## config.mk

```make
export PLATFORM = sky130hd
export DESIGN_NAME = circular_list_free_list_manager_core
export DESIGN_NICKNAME = d
export VERILOG_FILES = /design/src/rtl/core/clfl_pkg.sv /design/src/rtl/core/clfl_ucode_rom.sv /design/src/rtl/core/clfl_sequencer.sv /design/src/rtl/core/clfl_datapath.sv /design/src/rtl/core/circular_list_free_list_manager_core.sv
export SDC_FILE = /design/constraint.sdc
export NUM_CORES = 1
export LEC_CHECK = 0
export BUFFER_PORTS_ARGS = -buffer_cell sky130_fd_sc_hd__buf_2
export CORE_MARGIN = 2
export CORE_UTILIZATION = 30
export DETAILED_ROUTE_END_ITERATION = 8
export PLACE_DENSITY = 0.53
export SYNTH_ARGS = -nofsm -noshare
export SYNTH_HDL_FRONTEND = slang
export SYNTH_HIERARCHICAL = 1
export SYNTH_SLANG_ARGS = --single-unit
```

## constraint.sdc

```tcl
create_clock -name clk_i -period 9.54 [get_ports clk_i]
set_input_delay 0 -clock clk_i [delete_from_list [all_inputs] [get_ports clk_i]]
set_output_delay 0 -clock clk_i [all_outputs]
set_load 0.01 [all_outputs]
```

## src/rtl/core/clfl_pkg.sv

```systemverilog
// ----------------------------------------------------------------------------
// clfl_pkg
// Shared types, microcode fields and step addresses for the circular list
// with free list manager.
// ----------------------------------------------------------------------------
package clfl_pkg;

  // request and result payloads
  typedef struct packed {
    logic [1:0]         action;
    logic signed [31:0] value;
  } in_t;

  typedef struct packed {
    logic [1:0] status;
    logic [3:0] slot;
  } out_t;

  // request codes
  typedef enum logic [1:0] {
    ACT_INS_FRONT = 2'd0,
    ACT_INS_BACK  = 2'd1,
    ACT_REM_FRONT = 2'd2,
    ACT_REM_BACK  = 2'd3
  } action_e;

  // result status codes
  typedef enum logic [1:0] {
    ST_OK       = 2'd0,
    ST_OVERFLOW = 2'd1,
    ST_EMPTY    = 2'd2
  } status_e;

  // microcode step address
  localparam int unsigned STEP_W = 5;
  typedef logic [STEP_W-1:0] step_t;

  localparam step_t S_DISP      = step_t'(0);
  localparam step_t S_INS_CHK   = step_t'(1);
  localparam step_t S_INS_TAKE  = step_t'(2);
  localparam step_t S_INS_WALK  = step_t'(3);
  localparam step_t S_INS_LINK  = step_t'(4);
  localparam step_t S_INS_TAIL  = step_t'(5);
  localparam step_t S_INS_HEAD  = step_t'(6);
  localparam step_t S_INS_FIRST = step_t'(7);
  localparam step_t S_REM       = step_t'(8);
  localparam step_t S_REM_CHK   = step_t'(9);
  localparam step_t S_REM_WALK  = step_t'(10);
  localparam step_t S_REM_SEL   = step_t'(11);
  localparam step_t S_REM_FRONT = step_t'(12);
  localparam step_t S_REM_BACK  = step_t'(13);
  localparam step_t S_REM_FREE  = step_t'(14);
  localparam step_t S_REM_ONLY  = step_t'(15);
  localparam step_t S_FIN       = step_t'(16);
  localparam step_t S_OVF       = step_t'(17);
  localparam step_t S_EMPTY     = step_t'(18);

  // link memory read address source
  typedef enum logic [1:0] {
    RD_FREE = 2'd0,
    RD_HEAD = 2'd1,
    RD_NEXT = 2'd2
  } rd_sel_e;

  // link memory write address source
  typedef enum logic [1:0] {
    WA_SLOT = 2'd0,
    WA_CUR  = 2'd1,
    WA_PRV  = 2'd2
  } wa_sel_e;

  // link memory write data source
  typedef enum logic [1:0] {
    WD_SLOT = 2'd0,
    WD_HEAD = 2'd1,
    WD_TMP  = 2'd2,
    WD_FREE = 2'd3
  } wd_sel_e;

  // slot register load source
  typedef enum logic [1:0] {
    SL_HOLD = 2'd0,
    SL_FREE = 2'd1,
    SL_HEAD = 2'd2,
    SL_CUR  = 2'd3
  } slot_sel_e;

  // list head load source
  typedef enum logic [1:0] {
    HD_HOLD = 2'd0,
    HD_SLOT = 2'd1,
    HD_TMP  = 2'd2,
    HD_NIL  = 2'd3
  } head_sel_e;

  // free head load source
  typedef enum logic [1:0] {
    FR_HOLD = 2'd0,
    FR_NEXT = 2'd1,
    FR_SLOT = 2'd2
  } free_sel_e;

  // jump conditions
  typedef enum logic [2:0] {
    C_NONE      = 3'd0,
    C_ALWAYS    = 3'd1,
    C_REMOVE    = 3'd2,
    C_FREE_NIL  = 3'd3,
    C_HEAD_NIL  = 3'd4,
    C_WALK_CONT = 3'd5,
    C_SINGLE    = 3'd6,
    C_BACK      = 3'd7
  } cond_e;

  // sequencer state
  typedef enum logic {
    SQ_IDLE = 1'b0,
    SQ_RUN  = 1'b1
  } seq_state_e;

  // one control word
  typedef struct packed {
    rd_sel_e   rd_sel;
    logic      link_we;
    wa_sel_e   wa_sel;
    wd_sel_e   wd_sel;
    logic      val_we;
    slot_sel_e slot_sel;
    head_sel_e head_sel;
    free_sel_e free_sel;
    logic      cur_ld;
    logic      walk;
    logic      tmp_ld;
    cond_e     cond;
    step_t     target;
    logic      done;
    status_e   status;
  } ctl_t;

  localparam ctl_t CTL_NOP = '{
    rd_sel:   RD_FREE,
    link_we:  1'b0,
    wa_sel:   WA_SLOT,
    wd_sel:   WD_SLOT,
    val_we:   1'b0,
    slot_sel: SL_HOLD,
    head_sel: HD_HOLD,
    free_sel: FR_HOLD,
    cur_ld:   1'b0,
    walk:     1'b0,
    tmp_ld:   1'b0,
    cond:     C_NONE,
    target:   S_DISP,
    done:     1'b0,
    status:   ST_OK
  };

  // datapath status seen by the sequencer
  typedef struct packed {
    logic remove;
    logic back;
    logic free_nil;
    logic head_nil;
    logic walk_end;
    logic single;
  } flags_t;

endpackage

```

## src/rtl/core/clfl_ucode_rom.sv

```systemverilog
// ----------------------------------------------------------------------------
// clfl_ucode_rom
// Read-only microprogram: one control word per step address.
// ----------------------------------------------------------------------------
module clfl_ucode_rom
  import clfl_pkg::*;
(
  input  step_t step_i,
  output ctl_t  ctl_o
);

  // program table
  always_comb begin
    ctl_o = CTL_NOP;
    unique case (step_i)
      // pick insert or removal, remember free head as candidate slot
      S_DISP: begin
        ctl_o.slot_sel = SL_FREE;
        ctl_o.cond     = C_REMOVE;
        ctl_o.target   = S_REM;
      end
      S_INS_CHK: begin
        ctl_o.cond   = C_FREE_NIL;
        ctl_o.target = S_OVF;
      end
      // pop free list, store value, start walk at head
      S_INS_TAKE: begin
        ctl_o.free_sel = FR_NEXT;
        ctl_o.val_we   = 1'b1;
        ctl_o.rd_sel   = RD_HEAD;
        ctl_o.cur_ld   = 1'b1;
        ctl_o.cond     = C_HEAD_NIL;
        ctl_o.target   = S_INS_FIRST;
      end
      S_INS_WALK: begin
        ctl_o.rd_sel = RD_NEXT;
        ctl_o.walk   = 1'b1;
        ctl_o.cond   = C_WALK_CONT;
        ctl_o.target = S_INS_WALK;
      end
      S_INS_LINK: begin
        ctl_o.link_we = 1'b1;
        ctl_o.wa_sel  = WA_SLOT;
        ctl_o.wd_sel  = WD_HEAD;
      end
      S_INS_TAIL: begin
        ctl_o.link_we = 1'b1;
        ctl_o.wa_sel  = WA_CUR;
        ctl_o.wd_sel  = WD_SLOT;
        ctl_o.cond    = C_BACK;
        ctl_o.target  = S_FIN;
      end
      S_INS_HEAD: begin
        ctl_o.head_sel = HD_SLOT;
        ctl_o.done     = 1'b1;
      end
      // first entry links to itself
      S_INS_FIRST: begin
        ctl_o.link_we  = 1'b1;
        ctl_o.wa_sel   = WA_SLOT;
        ctl_o.wd_sel   = WD_SLOT;
        ctl_o.head_sel = HD_SLOT;
        ctl_o.done     = 1'b1;
      end
      // removal: read link of head
      S_REM: begin
        ctl_o.rd_sel   = RD_HEAD;
        ctl_o.slot_sel = SL_HEAD;
        ctl_o.cur_ld   = 1'b1;
        ctl_o.cond     = C_HEAD_NIL;
        ctl_o.target   = S_EMPTY;
      end
      S_REM_CHK: begin
        ctl_o.rd_sel = RD_HEAD;
        ctl_o.tmp_ld = 1'b1;
        ctl_o.cond   = C_SINGLE;
        ctl_o.target = S_REM_ONLY;
      end
      S_REM_WALK: begin
        ctl_o.rd_sel = RD_NEXT;
        ctl_o.walk   = 1'b1;
        ctl_o.cond   = C_WALK_CONT;
        ctl_o.target = S_REM_WALK;
      end
      S_REM_SEL: begin
        ctl_o.cond   = C_BACK;
        ctl_o.target = S_REM_BACK;
      end
      // last entry now points past the old head
      S_REM_FRONT: begin
        ctl_o.link_we  = 1'b1;
        ctl_o.wa_sel   = WA_CUR;
        ctl_o.wd_sel   = WD_TMP;
        ctl_o.head_sel = HD_TMP;
        ctl_o.cond     = C_ALWAYS;
        ctl_o.target   = S_REM_FREE;
      end
      // predecessor of the last entry closes the ring
      S_REM_BACK: begin
        ctl_o.link_we  = 1'b1;
        ctl_o.wa_sel   = WA_PRV;
        ctl_o.wd_sel   = WD_HEAD;
        ctl_o.slot_sel = SL_CUR;
      end
      // push freed slot onto free list
      S_REM_FREE: begin
        ctl_o.link_we  = 1'b1;
        ctl_o.wa_sel   = WA_SLOT;
        ctl_o.wd_sel   = WD_FREE;
        ctl_o.free_sel = FR_SLOT;
        ctl_o.done     = 1'b1;
      end
      S_REM_ONLY: begin
        ctl_o.head_sel = HD_NIL;
        ctl_o.cond     = C_ALWAYS;
        ctl_o.target   = S_REM_FREE;
      end
      S_FIN: begin
        ctl_o.done = 1'b1;
      end
      S_OVF: begin
        ctl_o.done   = 1'b1;
        ctl_o.status = ST_OVERFLOW;
      end
      S_EMPTY: begin
        ctl_o.done   = 1'b1;
        ctl_o.status = ST_EMPTY;
      end
      default: begin
        ctl_o.done = 1'b1;
      end
    endcase
  end

endmodule

```

## src/rtl/core/clfl_sequencer.sv

```systemverilog
// ----------------------------------------------------------------------------
// clfl_sequencer
// Step counter with conditional jumps over the microprogram.
// ----------------------------------------------------------------------------
module clfl_sequencer
  import clfl_pkg::*;
(
  input  logic   clk_i,
  input  logic   rst_ni,
  input  logic   start_i,
  input  logic   clr_i,
  input  flags_t flags_i,
  output logic   accept_o,
  output logic   busy_o,
  output ctl_t   ctl_o
);

  seq_state_e state_q, state_d;
  step_t      step_q, step_d;
  ctl_t       rom_ctl;
  logic       take;

  clfl_ucode_rom u_rom (
    .step_i (step_q),
    .ctl_o  (rom_ctl)
  );

  assign accept_o = start_i && (state_q == SQ_IDLE) && !clr_i;

  // jump condition
  always_comb begin
    unique case (rom_ctl.cond)
      C_NONE:      take = 1'b0;
      C_ALWAYS:    take = 1'b1;
      C_REMOVE:    take = flags_i.remove;
      C_FREE_NIL:  take = flags_i.free_nil;
      C_HEAD_NIL:  take = flags_i.head_nil;
      C_WALK_CONT: take = !flags_i.walk_end;
      C_SINGLE:    take = flags_i.single;
      C_BACK:      take = flags_i.back;
      default:     take = 1'b0;
    endcase
  end

  // next state and step
  always_comb begin
    state_d = state_q;
    step_d  = step_q;
    unique case (state_q)
      SQ_IDLE: begin
        if (accept_o) begin
          state_d = SQ_RUN;
          step_d  = S_DISP;
        end
      end
      SQ_RUN: begin
        if (rom_ctl.done) begin
          state_d = SQ_IDLE;
        end else if (take) begin
          step_d = rom_ctl.target;
        end else begin
          step_d = step_q + step_t'(1);
        end
      end
      default: state_d = SQ_IDLE;
    endcase
  end

  // outputs
  always_comb begin
    ctl_o  = (state_q == SQ_RUN) ? rom_ctl : CTL_NOP;
    busy_o = (state_q == SQ_RUN) || clr_i;
  end

  always_ff @(posedge clk_i or negedge rst_ni) begin
    if (!rst_ni) begin
      state_q <= SQ_IDLE;
      step_q  <= S_DISP;
    end else begin
      state_q <= state_d;
      step_q  <= step_d;
    end
  end

endmodule

```

## src/rtl/core/clfl_datapath.sv

```systemverilog
// ----------------------------------------------------------------------------
// clfl_datapath
// Link and value memories, list pointers, walk registers and result register.
// ----------------------------------------------------------------------------
module clfl_datapath
  import clfl_pkg::*;
#(
  parameter int unsigned SLOTS = 16
) (
  input  logic   clk_i,
  input  logic   rst_ni,
  input  logic   accept_i,
  input  in_t    req_i,
  input  ctl_t   ctl_i,
  output flags_t flags_o,
  output logic   clr_o,
  output logic   done_o,
  output out_t   res_o
);

  localparam int unsigned IW = (SLOTS > 1) ? $clog2(SLOTS) : 1;
  localparam int unsigned LW = $clog2(SLOTS + 1);
  localparam logic [LW-1:0] NIL = LW'(SLOTS);

  logic [LW-1:0] link_mem [SLOTS];
  logic [31:0]   val_mem  [SLOTS];

  logic [1:0]         act_q;
  logic signed [31:0] val_q;
  logic [LW-1:0]      head_q, head_d;
  logic [LW-1:0]      free_q, free_d;
  logic [LW-1:0]      slot_q, cur_q, prv_q, tmp_q, rdata_q;
  logic               clr_q;
  logic [IW-1:0]      clr_cnt_q;
  logic               done_q;
  out_t               res_q;

  logic [LW-1:0] rd_addr, wr_addr, wr_data;
  logic [IW-1:0] rd_idx, mem_idx;
  logic [LW-1:0] mem_data;
  logic          mem_we;
  logic          walk_end;

  // request capture
  always_ff @(posedge clk_i) begin
    if (accept_i) begin
      act_q <= req_i.action;
      val_q <= req_i.value;
    end
  end

  // status flags
  assign walk_end = (rdata_q == head_q) || (rdata_q >= NIL);
  always_comb begin
    flags_o.remove   = (act_q == ACT_REM_FRONT) || (act_q == ACT_REM_BACK);
    flags_o.back     = (act_q == ACT_INS_BACK) || (act_q == ACT_REM_BACK);
    flags_o.free_nil = (free_q >= NIL);
    flags_o.head_nil = (head_q >= NIL);
    flags_o.walk_end = walk_end;
    flags_o.single   = (rdata_q == head_q);
  end

  // read address
  always_comb begin
    unique case (ctl_i.rd_sel)
      RD_FREE: rd_addr = free_q;
      RD_HEAD: rd_addr = head_q;
      RD_NEXT: rd_addr = rdata_q;
      default: rd_addr = free_q;
    endcase
    rd_idx = (rd_addr < NIL) ? rd_addr[IW-1:0] : '0;
  end

  // write address and data
  always_comb begin
    unique case (ctl_i.wa_sel)
      WA_SLOT: wr_addr = slot_q;
      WA_CUR:  wr_addr = cur_q;
      WA_PRV:  wr_addr = prv_q;
      default: wr_addr = slot_q;
    endcase
    unique case (ctl_i.wd_sel)
      WD_SLOT: wr_data = slot_q;
      WD_HEAD: wr_data = head_q;
      WD_TMP:  wr_data = tmp_q;
      WD_FREE: wr_data = free_q;
      default: wr_data = slot_q;
    endcase
    if (clr_q) begin
      mem_we   = 1'b1;
      mem_idx  = clr_cnt_q;
      mem_data = LW'(clr_cnt_q) + LW'(1);
    end else begin
      mem_we   = ctl_i.link_we && (wr_addr < NIL);
      mem_idx  = wr_addr[IW-1:0];
      mem_data = wr_data;
    end
  end

  // link memory, one write and one registered read per cycle
  always_ff @(posedge clk_i) begin
    if (mem_we) begin
      link_mem[mem_idx] <= mem_data;
    end
    rdata_q <= link_mem[rd_idx];
  end

  // value memory, written only
  always_ff @(posedge clk_i) begin
    if (ctl_i.val_we) begin
      val_mem[slot_q[IW-1:0]] <= val_q;
    end
  end

  // head and free pointer updates
  always_comb begin
    unique case (ctl_i.head_sel)
      HD_HOLD: head_d = head_q;
      HD_SLOT: head_d = slot_q;
      HD_TMP:  head_d = tmp_q;
      HD_NIL:  head_d = NIL;
      default: head_d = head_q;
    endcase
    unique case (ctl_i.free_sel)
      FR_HOLD: free_d = free_q;
      FR_NEXT: free_d = rdata_q;
      FR_SLOT: free_d = slot_q;
      default: free_d = free_q;
    endcase
  end

  // list pointers and clearing pass
  always_ff @(posedge clk_i or negedge rst_ni) begin
    if (!rst_ni) begin
      head_q    <= NIL;
      free_q    <= '0;
      clr_q     <= 1'b1;
      clr_cnt_q <= '0;
    end else begin
      head_q <= head_d;
      free_q <= free_d;
      if (clr_q) begin
        if (clr_cnt_q == IW'(SLOTS - 1)) begin
          clr_q <= 1'b0;
        end
        clr_cnt_q <= clr_cnt_q + IW'(1);
      end
    end
  end

  // working registers
  always_ff @(posedge clk_i) begin
    unique case (ctl_i.slot_sel)
      SL_HOLD: slot_q <= slot_q;
      SL_FREE: slot_q <= free_q;
      SL_HEAD: slot_q <= head_q;
      SL_CUR:  slot_q <= cur_q;
      default: slot_q <= slot_q;
    endcase
    if (ctl_i.cur_ld) begin
      cur_q <= head_q;
    end else if (ctl_i.walk && !walk_end) begin
      prv_q <= cur_q;
      cur_q <= rdata_q;
    end
    if (ctl_i.tmp_ld) begin
      tmp_q <= rdata_q;
    end
  end

  // result register
  always_ff @(posedge clk_i or negedge rst_ni) begin
    if (!rst_ni) begin
      done_q <= 1'b0;
    end else begin
      done_q <= ctl_i.done;
    end
  end

  always_ff @(posedge clk_i) begin
    if (ctl_i.done) begin
      res_q.status <= ctl_i.status;
      res_q.slot   <= (ctl_i.status == ST_OK) ? 4'(slot_q) : 4'd0;
    end
  end

  assign clr_o  = clr_q;
  assign done_o = done_q;
  assign res_o  = res_q;

endmodule

```

## src/rtl/core/circular_list_free_list_manager_core.sv

```systemverilog
// ----------------------------------------------------------------------------
// circular_list_free_list_manager_core
// Circular singly linked list over a fixed slot store with a free list,
// run by a microprogrammed sequencer.
// ----------------------------------------------------------------------------
// Usage:
//   A request (req_i.action, req_i.value) is transferred at a rising edge
//   with start_i high and busy_o low. busy_o stays high until the request
//   finishes; one result (res_o.status, res_o.slot) is shown for exactly one
//   cycle with done_o high. The receiver cannot stall, so nothing backs up.
//   An insert into a nonempty list and a removal from a list of two or
//   more entries walk from the head to the last entry, one link read per
//   cycle. busy_o drops in the cycle that done_o is high, so the next
//   request can be transferred at the edge that ends it; a new request is
//   taken only once the last one has finished.
//   After reset the link memory is rebuilt by a pass over every slot (each
//   slot links to the next, the last to null) while busy_o is high; the
//   list is empty and every slot is free.
// ----------------------------------------------------------------------------
module circular_list_free_list_manager_core
  import clfl_pkg::*;
#(
  parameter int unsigned SLOTS = 16
) (
  input  logic clk_i,
  input  logic rst_ni,
  input  logic start_i,
  input  in_t  req_i,
  output logic busy_o,
  output logic done_o,
  output out_t res_o
);

  flags_t flags;
  ctl_t   ctl;
  logic   accept;
  logic   clr;

  clfl_sequencer u_seq (
    .clk_i    (clk_i),
    .rst_ni   (rst_ni),
    .start_i  (start_i),
    .clr_i    (clr),
    .flags_i  (flags),
    .accept_o (accept),
    .busy_o   (busy_o),
    .ctl_o    (ctl)
  );

  clfl_datapath #(
    .SLOTS (SLOTS)
  ) u_dp (
    .clk_i    (clk_i),
    .rst_ni   (rst_ni),
    .accept_i (accept),
    .req_i    (req_i),
    .ctl_i    (ctl),
    .flags_o  (flags),
    .clr_o    (clr),
    .done_o   (done_o),
    .res_o    (res_o)
  );

  // a transfer always starts a busy period
  assert property (@(posedge clk_i) disable iff (!rst_ni)
    accept |=> busy_o)
    else $error("busy not raised after request transfer");

  // one result per request, never in two adjacent cycles
  assert property (@(posedge clk_i) disable iff (!rst_ni)
    done_o |=> !done_o)
    else $error("result strobe held for more than one cycle");

  // failed requests report slot zero
  assert property (@(posedge clk_i) disable iff (!rst_ni)
    (done_o && (res_o.status != ST_OK)) |-> (res_o.slot == 4'd0))
    else $error("nonzero slot on failed request");

  // no result while the link memory is being rebuilt
  assert property (@(posedge clk_i) disable iff (!rst_ni)
    clr |-> !ctl.done)
    else $error("microprogram finished during clearing pass");

endmodule
```

==> results of run 1 <==
==> power by group <==
group	internal, mW	leakage (nW)	switching, mW	total, mW
clock network	0.375	0.293	0.286	0.661
logic	0.401	1.10	0.588	0.990
registers	0.794	1.30	0.158	0.952
==> worst max-delay path, stage by stage (launching register included) <==
cell and delay, ps:
dfrtp_1 890, nor3b_1 260, a21oi_1 60, nor3_1 190, and2_1 220, inv_1 60, ha_1 430, nor2b_1 230
a211oi_2 890, mux2i_1 340, a22oi_1 130, a22o_1 270
==> repair_timing <==
action	in CTS	in global routing
resized for setup	0	0
buffers inserted	0	0
hold buffers	3	0
endpoints found under the hold margin	24	0
==> how the worst max path moves through the flow <==
stage          cells past startpoint                        start                       endpoint  slack [ps]
2_1_floorplan                     13  u_seq/step_q[2]$_DFFE_PN0P_  u_dp/link_mem[0][0]$_DFFE_PP_        6510
3_3_place_gp                      11  u_seq/step_q[1]$_DFFE_PN0P_        u_dp/rdata_q[2]$_DFF_P_        5480
3_5_place_dp                      11  u_seq/step_q[1]$_DFFE_PN0P_        u_dp/rdata_q[2]$_DFF_P_        5380
4_1_cts                           11  u_seq/step_q[1]$_DFFE_PN0P_        u_dp/rdata_q[2]$_DFF_P_        5360
5_1_grt                           11  u_seq/step_q[1]$_DFFE_PN0P_        u_dp/rdata_q[2]$_DFF_P_        5110
6_report                          11  u_seq/step_q[1]$_DFFE_PN0P_        u_dp/rdata_q[1]$_DFF_P_        5450
==> layer usage <==
metal / share of wire, % / vias to the layer above / track usage (%)
met4: 1.3 / 0 / 4.500
met5: 0 / - / 0
met3: 3.1 / 13 / 2.734
li1: - / 2134 / -
met2: 49 / 86 / 22.43
met1: 47 / 2200 / 17.46
==> placed cells by master (no fill, tap or decap), types with 6 or more instances in the layout <==
master	count
nor2b_1	7
xnor2_1	10
buf_2	12
a221oi_1	7
nand2b_1	10
inv_6	6
o21ai_1	8
nor2_1	47
inv_1	13
nand2_1	61
a22oi_1	13
o21ai_0	25
and2_1	28
edfxtp_1	108
mux2i_1	34
a22o_1	15
clkbuf_16	17
dfrtp_1	20
a21oi_1	45
ha_1	7
==> cell type report <==
cell class	count	area share, %
sequential	135	51.17
multi-input combinational	393	33.96
clock buffer	17	5.587
tap	280	4.601
clock inverter	15	2.317
timing repair buffer	20	1.676
inverter	14	0.6901
==> run metrics, run 1 <==
Hold Path Depth=2; total grt overflow=0; Crit path required time=9850 ps; FILL cells=2,205; Hold Path Class=primary input to flip-flop; min-delay src=start_i; routability congestion estimate from global placement=0.8383; Total Power=2.603 mW; Die ar.=23,590 sq um; dpl ws=5380 ps; Setup violations, final=0; Core Area=21,890 sq um; net count after synthesis=624; setup TNS=0 ps; DR DRC count=0; antenna-violating nets left=0; Syn-to-layout area delta=13.42%; Max H-tree Level=4; row count=54; Finished Cell Area=7615 sq um; Yosys warnings=6; Crit Path Max Fanout=25; share of cells above drive strength 1=13.30%; vias per cell=5.072; syn_area_per_cell=11.58 sq um; Largest Register=u_dp/link_mem; Finished Layout Cells=874; Nets=625; DR WL/cell=17.65 um; ANT cells=0; crit path kind=flip-flop to flip-flop; Worst Hold Path EP=u_dp/act_q[1]$_DFFE_PP_; placed cells=839; max reg flops=80; Multi-input gate area=2586 sq um; gr usage total=13.43%; number of clock sinks=135; worst skew pair latency=420 ps; Worst Setup End Kind=flip-flop; max-slew violation count=0; initial antenna violation count=0; Lkg Pwr=2.689 nW; Final Hold Violating Endpoints=0; Post-Route WL=15,430 um; CTS root buf=clkbuf_16; placed cell area=6983 sq um; CTS tree=yes; initial DRC count=252; final worst path period need=4089 ps; crit start category=flip-flop; CTS clk-pin slew, worst paths=70 ps; starting density of the core=30.67%; CP arrival=4400 ps; routed vias=4,433; Max Clock Skew=16.06 ps; final core occ=34.79%; number of global-route vias before repair=4,460; die height=153.6 um; CTS buffer count=17; unrepaired setup endpoints after global routing=no; Final WS setup=5451 ps; worst slew pin tran=1038 ps; FF-to-FF setup slack=5450 ps; Clock Tree Buf Depth=2; Reg2Reg Depth=11; global-route wire length before repair=24,540 um; largest net degree at the start of global routing=26; Syn Inst Count=580; Die X-Extent=153.6 um; Reg area=3896 sq um; P per Cell Area=341.8 nW/um^2; Max transition margin=30.66%; Final HPWL DP=10,720 um; Max Clk Rate=244.5 MHz; reg-to-reg endpoint=u_dp/rdata_q[1]$_DFF_P_; MaxCap Viol Count=0; # IOs=45; length of the first detailed-routing pass in iterations=5; worst r2r src=u_seq/step_q[1]$_DFFE_PN0P_; final worst hold slack=18.51 ps; IO buf count=12; Post-Syn Area=6714 sq um; status=finished, final reports clean; Peak VDD IR=0.0001497 V; fin crit share=42.86%
(Power assumes the default switching activity.)
==> run 2, diff against run 1 <==
- PLACE_DENSITY: 0.53 -> 0.55
- clock period: 9.54 -> 3.3 ns (I/O delays scaled with it)
==> run metrics, run 2 (same netlist as run 1, synthesis figures left out) <==
Final Hold Violating Endpoints=0 (unchanged); placed cell area=7343 sq um (was 6983 sq um); unrepaired setup endpoints after global routing=yes (was no); Clock Tree Buf Depth=2 (unchanged); Post-Route WL=16,640 um (was 15,430 um); Crit path required time=3610 ps (was 9850 ps); antenna-violating nets left=0 (unchanged); Worst Setup End Kind=flip-flop (unchanged); Die X-Extent=153.6 um (unchanged); Max Clk Rate=310.6 MHz (was 244.5 MHz); CTS root buf=clkbuf_16 (unchanged); starting density of the core=30.67% (unchanged); Crit Path Max Fanout=10 (was 25); routed vias=4,680 (was 4,433); fin crit share=97.55% (was 42.86%); Max transition margin=54.87% (was 30.66%); Multi-input gate area=2668 sq um (was 2586 sq um); gr usage total=14.30% (was 13.43%); routability congestion estimate from global placement=0.8315 (was 0.8383); max-slew violation count=0 (unchanged); number of global-route vias before repair=4,784 (was 4,460); CP arrival=3530 ps (was 4400 ps); final worst path period need=3219 ps (was 4089 ps); Final HPWL DP=11,710 um (was 10,720 um); Hold Path Class=primary input to async pin (was primary input to flip-flop); Reg area=3896 sq um (unchanged); Finished Cell Area=8038 sq um (was 7615 sq um); Largest Register=u_dp/link_mem (unchanged); Nets=678 (was 625); dpl ws=61.12 ps (was 5380 ps); largest net degree at the start of global routing=23 (was 26); DR DRC count=0 (unchanged); Core Area=21,890 sq um (unchanged); CTS buffer count=17 (unchanged); worst slew pin tran=674.7 ps (was 1038 ps); # IOs=45 (unchanged); DR WL/cell=17.95 um (was 17.65 um); share of cells above drive strength 1=22.10% (was 13.30%); FILL cells=2,138 (was 2,205); Die ar.=23,590 sq um (unchanged); Final WS setup=80.87 ps (was 5451 ps); IO buf count=12 (unchanged); Max Clock Skew=8.494 ps (was 16.06 ps); Setup violations, final=0 (unchanged); Lkg Pwr=2.952 nW (was 2.689 nW); commonest non-fill, non-tap cell in the layout=edfxtp_1 (unchanged); status=finished, final reports clean (unchanged); total grt overflow=0 (unchanged); Max H-tree Level=4 (unchanged); global-route wire length before repair=26,190 um (was 24,540 um); max reg flops=80 (unchanged); initial antenna violation count=0 (unchanged); final worst hold slack=119.0 ps (was 18.51 ps); crit path kind=flip-flop to flip-flop (unchanged); MaxCap Viol Count=0 (unchanged); row count=54 (unchanged); worst skew pair latency=420 ps (about the same); length of the first detailed-routing pass in iterations=5 (unchanged); ANT cells=0 (unchanged); most frequent cells in the layout=edfxtp_1 (108), nand2_1 (61), buf_4 (55) (was edfxtp_1 (108), nand2_1 (61), nor2_1 (47)); Syn-to-layout area delta=19.72% (was 13.42%); CTS tree=yes (unchanged); Peak VDD IR=0.0003531 V (was 0.0001497 V); initial DRC count=408 (was 252); vias per cell=5.049 (was 5.072); P per Cell Area=990.7 nW/um^2 (was 341.8 nW/um^2); die height=153.6 um (unchanged); CTS clk-pin slew, worst paths=60 ps (was 70 ps); number of clock sinks=135 (unchanged); crit start category=flip-flop (unchanged); Total Power=7.963 mW (was 2.603 mW)
==> run 2: cell types whose count changed in the layout (fill, tap and decap cells not counted), sizes merged <==
| cell | previous run | this run |
|---|---|---|
| buf | 17 | 67 |
| and2 | 29 | 30 |
| bufinv | 1 | 0 |
| clkinv | 4 | 5 |
| dlygate4sd3 | 3 | 4 |
| nand2 | 62 | 63 |
==> run 2: final timing paths <==
check / slack, ps / cells past startpoint / from / to
max in group asynchronous: 2800 / 2 / rst_ni / u_seq/step_q[2]$_DFFE_PN0P_
min: 120 / 2 / rst_ni / u_dp/clr_cnt_q[0]$_DFFE_PN0P_
max reg2reg: 80 / 16 / u_seq/step_q[3]$_DFFE_PN0P_ / u_dp/rdata_q[0]$_DFF_P_
max: 80 / 16 / u_seq/step_q[3]$_DFFE_PN0P_ / u_dp/rdata_q[0]$_DFF_P_
min in group clk_i: 290 / 2 / req_i[33] / u_dp/act_q[1]$_DFFE_PP_
min reg2reg: 490 / 0 / u_dp/cur_q[3]$_DFFE_PP_ / u_dp/prv_q[3]$_DFFE_PP_
==> run 2: cell type report <==
cell class              instances  share of cell area, %
flip-flops and latches        135                  48.47
multi-input cells             395                  33.19
repair buffers                 71                  6.382
clock buffers                  17                  5.293
well taps                     280                  4.359
clock inverters                15                  1.650
inverters                      14                 0.6538
==> run 2: critical path: stages, from the launching register on <==
cell and delay (ps):
dfrtp_1 400, buf_4 160, nand2b_1 160, and2_4 180
nor2_1 90, and2_4 150, inv_1 40, ha_1 190
buf_4 150, buf_4 140, a221o_2 420, and2_4 200
buf_4 170, a21oi_1 180, a22o_1 180, a21oi_1 90
a22o_1 210
==> run 2: routing by layer <==
layer	up-vias	track usage, %	wire length (um)
li1	2229	-	-
met1	2290	18.20	7484
met2	131	23.96	8120
met3	30	3.326	681
met4	0	4.937	354
met5	-	0	0
==> run 2: repair_timing <==
item | 4_1_cts | 5_1_grt
hold buffers | 4 | 0
setup buffers | 0 | 2
resized for setup | 0 | 26
setup endpoints to repair | 0 | 85
endpoints found under the hold margin | 26 | 0
==> run 2: report_power, final <==
part	switching (mW)	total, mW	internal (mW)
combinational	2.05	3.53	1.48
sequential	0.342	2.64	2.30
clock	0.801	1.79	0.993
total	3.19	7.96	4.77
==> run 2: per-stage QoR <==
stage / cells / util [%] / setup TNS (ps)
2_1_floorplan: 580 / - / 0
3_3_place_gp: 887 / 33.54 / 0
3_5_place_dp: 887 / 33.54 / 0
4_1_cts: 923 / 36.28 / 0
5_1_grt: 927 / 36.72 / -17.61
6_report: 927 / 36.72 / 0
==> run 3, diff against run 2 <==
- CORE_ASPECT_RATIO: not set -> 0.5
==> run metrics, run 3 (same netlist as run 1, synthesis figures left out) <==
length of the first detailed-routing pass in iterations=5 (unchanged); ANT cells=0 (unchanged); CTS buffer count=17 (unchanged); Die ar.=23,660 sq um (was 23,590 sq um); Lkg Pwr=2.925 nW (was 2.952 nW); fin crit share=94.22% (was 97.55%); global-route wire length before repair=25,470 um (was 26,190 um); worst skew pair latency=420 ps (about the same); initial DRC count=388 (was 408); number of global-route vias before repair=4,475 (was 4,784); starting density of the core=30.76% (was 30.67%); die height=109.8 um (was 153.6 um); total grt overflow=0 (unchanged); Final HPWL DP=11,260 um (was 11,710 um); Final Hold Violating Endpoints=0 (unchanged); max reg flops=80 (unchanged); P per Cell Area=988.0 nW/um^2 (was 990.7 nW/um^2); setup TNS=0 ps (unchanged); Max Clock Skew=9.891 ps (was 8.494 ps); most frequent cells in the layout=edfxtp_1 (108), nand2_1 (61), buf_4 (48) (was edfxtp_1 (108), nand2_1 (61), buf_4 (55)); number of clock sinks=135 (unchanged); Hold Path Class=primary input to async pin (unchanged); Clock Tree Buf Depth=2 (unchanged); gr usage total=14.42% (was 14.30%); initial antenna violation count=0 (unchanged); DR DRC count=0 (unchanged); row count=38 (was 54); commonest non-fill, non-tap cell in the layout=edfxtp_1 (unchanged); Peak VDD IR=0.0005114 V (was 0.0003531 V); Largest Register=u_dp/link_mem (unchanged); Die X-Extent=215.6 um (was 153.6 um); crit start category=flip-flop (unchanged); max-slew violation count=0 (unchanged); Worst Setup End Kind=flip-flop (unchanged); final core occ=36.78% (was 36.72%); routability congestion estimate from global placement=0.8096 (was 0.8315); Post-Route WL=15,990 um (was 16,640 um); Nets=671 (was 678); Crit Path Max Fanout=20 (was 10); Max transition margin=13.67% (was 54.87%); dpl ws=-19.10 ps (was 61.12 ps); CTS tree=yes (unchanged); status=finished, final reports clean (unchanged); antenna-violating nets left=0 (unchanged); vias per cell=4.924 (was 5.049); MaxCap Viol Count=0 (unchanged); IO buf count=12 (unchanged); Reg2Reg Depth=14 (was 16); Syn-to-layout area delta=19.57% (was 19.72%); CTS root buf=clkbuf_16 (unchanged); CP arrival=3420 ps (was 3530 ps); Crit path required time=3610 ps (about the same); Finished Layout Cells=940 (was 927); worst slew pin tran=1286 ps (was 674.7 ps); Max Clk Rate=321.6 MHz (was 310.6 MHz); CTS clk-pin slew, worst paths=60 ps (about the same); Setup violations, final=0 (unchanged); largest net degree at the start of global routing=23 (unchanged); crit path kind=flip-flop to flip-flop (unchanged); share of cells above drive strength 1=19.69% (was 22.10%); final worst path period need=3109 ps (was 3219 ps); DR WL/cell=17.01 um (was 17.95 um); Max H-tree Level=4 (unchanged); # IOs=45 (unchanged); Final WS setup=190.6 ps (was 80.87 ps); Core Area=21,820 sq um (was 21,890 sq um); unrepaired setup endpoints after global routing=no (was yes); placed cells=901 (was 887); routed vias=4,629 (was 4,680)
## run 3: changes by cell type in the layout (fill, tap and decap cells not counted), sizes merged, moves of 2 or more
cell / previous run / this run
clkbuf: 17 / 19
inv: 23 / 17
buf: 67 / 61
clkinvlp: 1 / 3
bufinv: 0 / 3
## run 3: metal layers
metal	up-vias	GRT usage, %	part of all wire, %
met5	-	0	0
met1	2271	19.47	49
met2	105	22.58	45
met4	0	6.158	2.0
li1	2230	-	-
met3	23	3.126	4.4
## run 3: critical path, cell delays in order, from the launching register on
cell and delay, ps:
dfrtp_2 430, nor3b_1 200, a21oi_1 60, nor3_1 110, and2_1 200, inv_1 60, ha_1 330, buf_4 180
a221o_1 320, and2_4 190, buf_12 150, a21oi_1 190, a22o_1 230, a22oi_1 110, a22o_1 250
## run 3: area by class of cell
class	count	area, sq um
inverter	14	52.55
sequential	135	3899
tap	300	375.4
fill	2122	13800
timing repair buffer	66	485.5
multi-input combinational	393	2615
clock buffer	18	429.2
clock inverter	14	171.4
## run 3: power by group
| part | switching [mW] | leakage (nW) | internal [mW] |
|---|---|---|---|
| clock network | 0.740 | 0.284 | 1.19 |
| logic | 1.96 | 1.34 | 1.39 |
| registers | 0.344 | 1.30 | 2.30 |
| total | 3.04 | 2.92 | 4.89 |
## run 3: worst paths after layout
kind	from	slack [ps]	to
hold reg to reg	u_dp/cur_q[0]$_DFFE_PP_	510	u_dp/prv_q[0]$_DFFE_PP_
hold / removal	rst_ni	100	u_seq/step_q[4]$_DFFE_PN0P_
min in group clk_i	req_i[33]	290	u_dp/act_q[1]$_DFFE_PP_
setup reg to reg	u_seq/step_q[3]$_DFFE_PN0P_	190	u_dp/rdata_q[0]$_DFF_P_
setup / recovery	u_seq/step_q[3]$_DFFE_PN0P_	190	u_dp/rdata_q[0]$_DFF_P_
max in group asynchronous	rst_ni	2790	u_seq/step_q[0]$_DFFE_PN0P_
## run 3: metrics by stage
stage / total power, mW / instance area, sq um / hold slack (ps)
3_5_place_dp: 5.946 / 7336 / 32.13
2_1_floorplan: 4.863 / 6714 / -295.6
3_3_place_gp: 5.916 / 7336 / 28.66
5_1_grt: 8.403 / 8028 / 157.6
6_report: 7.931 / 8028 / 101.7
4_1_cts: 7.919 / 7984 / 115.0
## run 3: timing repair
item	in CTS	in global routing
hold buffers	4	0
gates resized for setup	2	12
pin swaps	0	1
gates cloned	0	0
hold endpoints to repair	26	0
endpoints found under the setup margin	5	85
buffers inserted	0	3
